## config.mk

```make
export PLATFORM = sky130hd
export DESIGN_NAME = bfem_ctrl
export DESIGN_NICKNAME = d
export VERILOG_FILES = /design/src/bfem_pkg.sv /design/src/bfem_ctrl.sv
export SDC_FILE = /design/constraint.sdc
export NUM_CORES = 1
export LEC_CHECK = 0
export BUFFER_PORTS_ARGS = -buffer_cell sky130_fd_sc_hd__buf_4
export CORE_AREA = 2 2 39 41
export DETAILED_ROUTE_END_ITERATION = 12
export DIE_AREA = 0 0 41 43
export GPL_TIMING_DRIVEN = 0
export HOLD_SLACK_MARGIN = 0.08
export PLACE_DENSITY = 0.35
export SLEW_MARGIN = 20
export SYNTH_ARGS = -nofsm -noshare
export SYNTH_HDL_FRONTEND = slang
export SYNTH_SLANG_ARGS = --single-unit
```

## constraint.sdc

```tcl
create_clock -name clk -period 2.27 [get_ports clk]
set_clock_uncertainty 0.15 [all_clocks]
set_input_delay 0.454 -clock clk [delete_from_list [all_inputs] [get_ports clk]]
set_output_delay 0.454 -clock clk [all_outputs]
set_load 0.05 [all_outputs]
```

## src/bfem_pkg.sv

```systemverilog
`default_nettype none
// ----------------------------------------------------------------------------
// bfem_pkg
// Shared constants, types and the reciprocal table for the 3x3 box filter.
// ----------------------------------------------------------------------------
package bfem_pkg;

  // Line buffer geometry
  localparam int MaxWidth    = 256;
  localparam int ColW        = $clog2(MaxWidth);
  localparam int PendW       = $clog2(MaxWidth + 1);

  // Field and register widths
  localparam int PixW        = 8;
  localparam int WidthW      = 9;
  localparam int HeightW     = 13;
  localparam int RowW        = 12;
  localparam int HeightLimit = 4096;
  localparam int CfgIdxW     = 1;
  localparam int CfgDataW    = 13;

  // Mean arithmetic: nine 8-bit terms, divisor 1..9, fixed-point reciprocal
  localparam int SumW        = 12;
  localparam int CountW      = 4;
  localparam int RecipW      = 17;
  localparam int ScaleShift  = 16;
  localparam int ProdW       = SumW + RecipW;

  // Configuration register indexes
  typedef enum logic [CfgIdxW-1:0] {
    RegFrameWidth  = 1'b0,
    RegFrameHeight = 1'b1
  } cfg_reg_t;

  // Controller to datapath commands
  typedef struct packed {
    logic capture;
    logic rd;
    logic update;
    logic sum;
    logic scale;
    logic load_out;
  } bfem_cmd_t;

  // Datapath to controller status
  typedef struct packed {
    logic emit_due;
    logic out_free;
  } bfem_status_t;

  // ceil(2^16 / d) for each divisor that can occur; exact for sums below 4096
  function automatic logic [RecipW-1:0] recip(input logic [CountW-1:0] count);
    logic [RecipW-1:0] r;
    unique case (count)
      4'd1:    r = 17'd65536;
      4'd2:    r = 17'd32768;
      4'd3:    r = 17'd21846;
      4'd4:    r = 17'd16384;
      4'd6:    r = 17'd10923;
      4'd9:    r = 17'd7282;
      default: r = '0;
    endcase
    return r;
  endfunction

endpackage
`default_nettype wire

```

## src/bfem_ctrl.sv

```systemverilog
`default_nettype none
// ----------------------------------------------------------------------------
// bfem_ctrl
// Sequencer: one word at a time through read and update, then through sum, scale
// and emit for a word that yields a result.
module bfem_ctrl (
  input  wire logic                    clk,
  input  wire logic                    rst,
  input  wire logic                    in_valid,
  output logic                         in_ready,
  input  wire bfem_pkg::bfem_status_t  status,
  output bfem_pkg::bfem_cmd_t          cmd
);
  import bfem_pkg::*;

  typedef enum logic [2:0] {
    S_IDLE,
    S_READ,
    S_UPDATE,
    S_SUM,
    S_SCALE,
    S_EMIT
  } state_t;

  state_t state;
  state_t state_next;
  logic   ready;

  // next state
  always_comb begin
    state_next = state;
    unique case (state)
      S_IDLE:   if (in_valid) state_next = S_READ;
      S_READ:   state_next = S_UPDATE;
      S_UPDATE: state_next = status.emit_due ? S_SUM : S_IDLE;
      S_SUM:    state_next = S_SCALE;
      S_SCALE:  state_next = S_EMIT;
      S_EMIT:   if (status.out_free) state_next = S_IDLE;
      default:  state_next = S_IDLE;
    endcase
  end

  // state and registered ready
  always_ff @(posedge clk) begin
    if (rst) begin
      state <= S_IDLE;
      ready <= 1'b1;
    end else begin
      state <= state_next;
      ready <= (state_next == S_IDLE);
    end
  end

  assign in_ready = ready;

  // command decode
  always_comb begin
    cmd          = '0;
    cmd.capture  = ready && in_valid;
    cmd.rd       = (state == S_READ);
    cmd.update   = (state == S_UPDATE);
    cmd.sum      = (state == S_SUM);
    cmd.scale    = (state == S_SCALE);
    cmd.load_out = (state == S_EMIT) && status.out_free;
  end

endmodule
`default_nettype wire

```

==> key figures, run 1 <==
Yosys
  – Syn_nets: 35
  – Sequential-to-total area share from yosys stat: 34.2%
  – Async SR Flop Fraction: 0%
  – Predominant post-synthesis flop cell: sky130_fd_sc_hd__dfxtp_1
  – Synthesized area: 234 um2
  – Number of storage elements in the synthesis netlist: 4
  – Most frequent cells after synthesis: 4 x sky130_fd_sc_hd__dfxtp_1, 3 x sky130_fd_sc_hd__a21oi_1, 3 x sky130_fd_sc_hd__inv_1, 3 x sky130_fd_sc_hd__nor2_1
  – Count of synthesis-stage warnings from yosys: 0
  – Yosys top cell area share: 34.2%
  – Number of flops mapped to enable cells by yosys: 0
  – Most area-consuming cells after synthesis: sky130_fd_sc_hd__dfxtp_1 34%, sky130_fd_sc_hd__a21oi_1 6.4%, sky130_fd_sc_hd__and2_1 5.3%
  – Post-synth cell types: 17
  – Library cell with the largest summed area after synthesis: sky130_fd_sc_hd__dfxtp_1
  – Post-Syn Instances: 30
  – Most frequently used cell type in the post-synthesis netlist: sky130_fd_sc_hd__dfxtp_1
  – Per-instance average area after synthesis: 7.80 um2

Place
  – IO buf count: 11
  – Post-placement cell count: 57
  – RD Place Congestion: 0.732
  – Detailed placement HPWL: 424 um

Floorplan
  – Initial core utilization: 16.9%
  – Core area: 0.00138 mm2
  – Die H: 43 um
  – Area of the die: 0.00176 mm2
  – I/O pin total: 12
  – Chip width: 41 um
  – Placement row count: 14

GRT
  – Via count of the first global-routing pass: 235
  – Remaining global-route overflow: 0
  – Met1 layer usage reported by global route: 7.37%
  – Largest net degree at the start of global routing: 11
  – GR Util met2: 10.6%
  – Most used routing layer in global routing: met2
  – Antenna violations before repair: 0
  – All-Layer GR Usage: 7.22%
  – GR met3 Demand/Resource: 4.71%
  – First-pass GRT wire length: 848 um

Clocking
  – Clock tree from TritonCTS: yes
  – Clock insertion delay at the later pin of the skew report: 0.23 ns
  – CTS H-tree lvls: 1
  – Number of clock sinks: 4
  – Setup repair bufs after CTS: 0
  – Clock-pin transition on the worst setup and hold timing paths: 0.04 ns
  – Cell at the root of the clock tree: sky130_fd_sc_hd__clkbuf_4
  – Cts hold-fix bufs: 0
  – Clock Tree Buf Depth: 2
  – TritonCTS buffer count: 3
  – Number of gates resized after cts: 0

Detailed routing
  – Total Routed Length: 499 um
  – Number of DRC violations after detailed routing: 0
  – Via count of the routed design: 236
  – First-pass iteration count of the detailed router: 2
  – Average detailed-routed wire length per instance: 8.32 um
  – Iter 0 DRT Violations: 5
  – Final antenna-violating net count: 0
  – Vias per std cell: 3.93

STA
  – Setup-failing EPs final: 0
  – Minimum clock period: 1.84 ns
  – Final-report max-slew violation count: 0
  – Final worst-path cycle share: 81.2%
  – RSZ-0062 raised after global routing: false
  – Final Hold Viols: 0
  – TNS Setup: 0 ns
  – Tightest slew margin relative to the limit: 82.2%
  – Worst-margin pin slew: 0.266 ns
  – Achievable Freq: 0.543 GHz

Final layout
  – Number of nets in the layout: 51
  – Cell Count, Final, Fillers Out: 60
  – Synthesis-to-layout area growth: 53.5%
  – Number of diodes added for antenna fixing: 0
  – Fraction of final layout cells with drive strength greater than 1: 38.6%

Critical path
  – Kind of launch point of the worst setup path: flip-flop
  – Kind of capture point of the worst setup path: output pin
  – Peak fanout along the critical path: 7
  – Dominant delay contributor by cell family on the critical path: flip-flops
  – Worst reg2reg path endpoint: state[0]$_SDFF_PP0_
  – Slowest stage cell, crit path: sky130_fd_sc_hd__dfxtp_1
  – Count of cells along the worst register-to-register path: 4
  – Buf+Inv Stages, Crit Path: 1
  – Flop2flop setup slack: 1.14 ns
  – Type of the worst setup path: reg2out
  – Critical Path, Cell by Cell: nor2b_2 -> nor2b_1 -> buf_4
  – Data arrival time at the worst-slack endpoint: 1.24 ns
  – Peak per-stage delay on the critical path: 0.42 ns
  – Launch instance of the worst register-to-register path: state[0]$_SDFF_PP0_
  – Required time worst endpoint: 1.67 ns

Flow run
  – MaxCap Viol Count: 0

Power
  – IR drop worst, VDD: 0.214 mV
  – Power per standard cell area: 663 mW/mm2
  – Static leakage power: 0.161 nW

Min path
  – Endpoint with the worst hold slack: state[0]$_SDFF_PP0_
  – Min-delay worst type: in2reg
  – Cell depth of the worst hold path: 2
  – Hold path startpoint: rst

Status
  – Status: complete, no violations
==> worst max path at each step <==
stage / startpoint / slack [ns] / end / depth (start not counted)
floorplan: state[0]$_SDFF_PP0_ / 0.07 / cmd[4] / 2
global placement: state[1]$_SDFF_PP0_ / 0.68 / cmd[3] / 3
detailed placement: state[1]$_SDFF_PP0_ / 0.65 / cmd[3] / 3
CTS: state[1]$_SDFF_PP0_ / 0.40 / cmd[3] / 3
global route: state[1]$_SDFF_PP0_ / 0.32 / cmd[3] / 3
finish: state[1]$_SDFF_PP0_ / 0.43 / cmd[3] / 3
==> flip-flops by register name, summed over array words and instances, names as in the netlist <==
| register | count |
|---|---|
| state | 3 |
| in_ready | 1 |
==> cell usage in the layout, fill, tap and decap left out, types with 2 or more instances in the layout <==
master                     instances
sky130_fd_sc_hd__buf_4            11
sky130_fd_sc_hd__dfxtp_1           4
sky130_fd_sc_hd__nor2_1            3
sky130_fd_sc_hd__a21oi_1           3
sky130_fd_sc_hd__inv_1             3
sky130_fd_sc_hd__clkbuf_4          3
sky130_fd_sc_hd__and2_1            2
sky130_fd_sc_hd__nor2b_1           2
sky130_fd_sc_hd__nand2_1           2
sky130_fd_sc_hd__nor3_1            2
==> power breakdown <==
| group | switching (W) | internal (W) | leakage (nW) |
|---|---|---|---|
| combinational | 0.0000442 | 0.0000289 | 0.115 |
| clock | 0.0000250 | 0.0000588 | 0.0138 |
| sequential | 0.00000496 | 0.0000762 | 0.0329 |
==> area by class of cell <==
| class | count | area, um2 |
|---|---|---|
| plain buffers | 1 | 11.3 |
| fillers | 162 | 1020 |
| clock buffers | 3 | 22.5 |
| repair buffers | 11 | 82.6 |
| flip-flops and latches | 4 | 80.1 |
| well taps | 16 | 20.0 |
| inverters | 3 | 11.3 |
| multi-input cells | 22 | 131 |
==> per-layer routing <==
layer  wire [um]  up-vias
met5           0        -
met3          43        0
met1         219      101
met4           0        0
met2         236        7
li1            -      128
==> cells by family (layout without fill, tap and decap cells) <==
group,after synthesis,in the layout,synth area share [%]
flip-flops,4,4,34.2
multiplexers,1,1,4.28
buffers and inverters,4,18,9.62
AND/OR/NAND/NOR,15,15,36.4
AO/OA/AOI/OAI,6,6,15.5
==> per-stage QoR <==
stage / total power [W] / cell area (um2) / setup slack, ns / util (%) / hold WS, ns
finish: 0.000238 / 359 / 0.427 / 25.9 / 0.260
global route: 0.000261 / 359 / 0.317 / 25.9 / 0.252
CTS: 0.000246 / 359 / 0.397 / 25.9 / 0.251
detailed placement: 0.000156 / 337 / 0.650 / 24.3 / 0.458
global placement: 0.000156 / 337 / 0.675 / 24.3 / 0.455
floorplan: 0.000134 / 234 / 0.0722 / - / 0.373
(Power assumes the default switching activity.)
==> run 2, diff against run 1 <==
- PLACE_DENSITY: 0.35 -> 0.36
- clock period: 2.27 -> 1.55 ns (I/O delays scaled with it)
==> key figures, run 2 (synthesis gave the netlist of run 1 again) <==
Status
  – Status: complete, no violations

Min path
  – Min-delay worst type: in2reg
  – Cell depth of the worst hold path: 2

Critical path
  – Required time worst endpoint: 1.09 ns
  – Critical Path Most Common Cell: sky130_fd_sc_hd__nor2b_4
  – Type of the worst setup path: reg2out
  – Data arrival time at the worst-slack endpoint: 1.07 ns
  – Peak fanout along the critical path: 7
  – Logic depth of the worst path, buffers included: 3
  – Critical Path, Cell by Cell: nor2b_4 -> nor2b_4 -> buf_6
  – Count of cells along the worst register-to-register path: 5
  – Kind of capture point of the worst setup path: output pin
  – Dominant delay contributor by cell family on the critical path: flip-flops
  – Buf+Inv Stages, Crit Path: 1
  – Peak per-stage delay on the critical path: 0.38 ns
  – Kind of launch point of the worst setup path: flip-flop
  – Slowest stage cell, crit path: sky130_fd_sc_hd__dfxtp_4

GRT
  – All-Layer GR Usage: 7.41%
  – Largest net degree at the start of global routing: 11
  – Antenna violations before repair: 0
  – First-pass GRT wire length: 814 um
  – Via count of the first global-routing pass: 214
  – Remaining global-route overflow: 0

STA
  – Final Hold Viols: 0
  – Worst-margin pin slew: 0.266 ns
  – TNS Setup: 0 ns
  – Setup-failing EPs final: 0
  – Achievable Freq: 0.652 GHz
  – RSZ-0062 raised after global routing: true
  – Minimum clock period: 1.53 ns
  – Final-report max-slew violation count: 0
  – Final worst-path cycle share: 98.9%
  – Final worst setup slack: 0.0168 ns
  – Tightest slew margin relative to the limit: 82.3%

Floorplan
  – Area of the die: 0.00176 mm2
  – Placement row count: 14
  – Initial core utilization: 16.9%
  – I/O pin total: 12
  – Die H: 43 um
  – Chip width: 41 um
  – Core area: 0.00138 mm2

Detailed routing
  – Iter 0 DRT Violations: 2
  – Number of DRC violations after detailed routing: 0
  – Vias per std cell: 3.98
  – First-pass iteration count of the detailed router: 3
  – Average detailed-routed wire length per instance: 9.42 um
  – Total Routed Length: 603 um
  – Via count of the routed design: 255
  – Final antenna-violating net count: 0

Clocking
  – Cts hold-fix bufs: 0
  – Clock Tree Buf Depth: 2
  – TritonCTS buffer count: 3
  – Clock insertion delay at the later pin of the skew report: 0.23 ns
  – Cell at the root of the clock tree: sky130_fd_sc_hd__clkbuf_4
  – CTS H-tree lvls: 1
  – Number of clock sinks: 4
  – Clock-pin transition on the worst setup and hold timing paths: 0.04 ns
  – Clock tree from TritonCTS: yes

Final layout
  – Number of diodes added for antenna fixing: 0
  – Fin util: 32.4%
  – Flip-flop count of the largest register, all copies and words added: 3
  – Commonest non-fill, non-tap cell in the layout: sky130_fd_sc_hd__buf_4
  – Fraction of final layout cells with drive strength greater than 1: 58.3%
  – Cell Count, Final, Fillers Out: 64
  – Number of nets in the layout: 55
  – Synthesis-to-layout area growth: 91.4%
  – Register bank with the most flops: state
  – Most frequent cells in the layout: 10 x sky130_fd_sc_hd__buf_4, 5 x sky130_fd_sc_hd__buf_6

Place
  – Post-placement cell count: 57
  – Detailed placement HPWL: 429 um
  – Worst Setup Slack post-DPL: 0.0602 ns
  – RD Place Congestion: 0.727
  – IO buf count: 11

Flow run
  – MaxCap Viol Count: 0

Power
  – IR drop worst, VDD: 0.465 mV
  – Static leakage power: 0.196 nW
  – Power per standard cell area: 853 mW/mm2
==> run 2: cell count changes in the layout (fill, tap and decap cells not counted) <==
cell / before / now
sky130_fd_sc_hd__buf_6: 1 / 5
sky130_fd_sc_hd__and2_2: 0 / 1
sky130_fd_sc_hd__dfxtp_4: 0 / 2
sky130_fd_sc_hd__nor2b_4: 0 / 2
sky130_fd_sc_hd__nor2b_1: 2 / 1
sky130_fd_sc_hd__buf_8: 0 / 1
sky130_fd_sc_hd__dfxtp_1: 4 / 1
sky130_fd_sc_hd__and2_4: 0 / 1
sky130_fd_sc_hd__dfxtp_2: 0 / 1
sky130_fd_sc_hd__buf_4: 11 / 10
sky130_fd_sc_hd__nor2b_2: 1 / 0
sky130_fd_sc_hd__and2_1: 2 / 0
sky130_fd_sc_hd__nor3b_4: 0 / 1
sky130_fd_sc_hd__nor3b_1: 1 / 0
==> run 2: final cells by class <==
type | count | area, um2
timing repair buffer | 15 | 135
sequential | 4 | 88.8
multi-input combinational | 22 | 159
tap | 16 | 20.0
inverter | 3 | 11.3
clock buffer | 3 | 22.5
fill | 160 | 936
buffer | 1 | 11.3
==> run 2: through the flow <==
step / cell area, um2 / hold slack [ns] / power, W
floorplan: 248 / 0.229 / 0.000201
global placement: 350 / 0.348 / 0.000234
detailed placement: 350 / 0.349 / 0.000234
CTS: 402 / 0.0940 / 0.000379
global route: 448 / 0.0929 / 0.000407
finish: 448 / 0.0976 / 0.000382
==> run 2: worst reg2reg max path, cell delays in order, from the launching register on <==
cell	delay [ns]
sky130_fd_sc_hd__dfxtp_2	0.31
sky130_fd_sc_hd__buf_6	0.12
sky130_fd_sc_hd__buf_4	0.15
sky130_fd_sc_hd__a21oi_1	0.24
sky130_fd_sc_hd__o21ai_1	0.12
sky130_fd_sc_hd__a21oi_1	0.15
==> run 2: final timing paths <==
kind,endpoint,slack [ns],start
worst max-delay path,cmd[3],0.02,state[1]$_SDFF_PP0_
worst min-delay path,state[0]$_SDFF_PP0_,0.1,rst
worst max register to register,state[0]$_SDFF_PP0_,0.25,state[0]$_SDFF_PP0_
worst min register to register,state[1]$_SDFF_PP0_,0.36,state[2]$_SDFF_PP0_
==> run 2: routing by layer <==
| layer | track usage [%] | up-vias | part of all wire (%) |
|---|---|---|---|
| met4 | 6.00 | 0 | 0 |
| met5 | 0 | - | 0 |
| met2 | 7.81 | 11 | 42 |
| li1 | - | 136 | - |
| met3 | 6.81 | 0 | 13 |
| met1 | 8.60 | 108 | 45 |
==> run 2: power by group <==
group	internal, W	leakage [nW]	switching [W]
registers	0.000111	0.0348	0.00000919
logic	0.0000640	0.148	0.0000712
clock network	0.0000864	0.0138	0.0000406
total	0.000261	0.196	0.000121
==> run 2: repair_timing <==
action,CTS,global route
pin swaps,0,2
endpoints found under the setup margin,5,5
buffers inserted,1,3
resized for setup,7,7
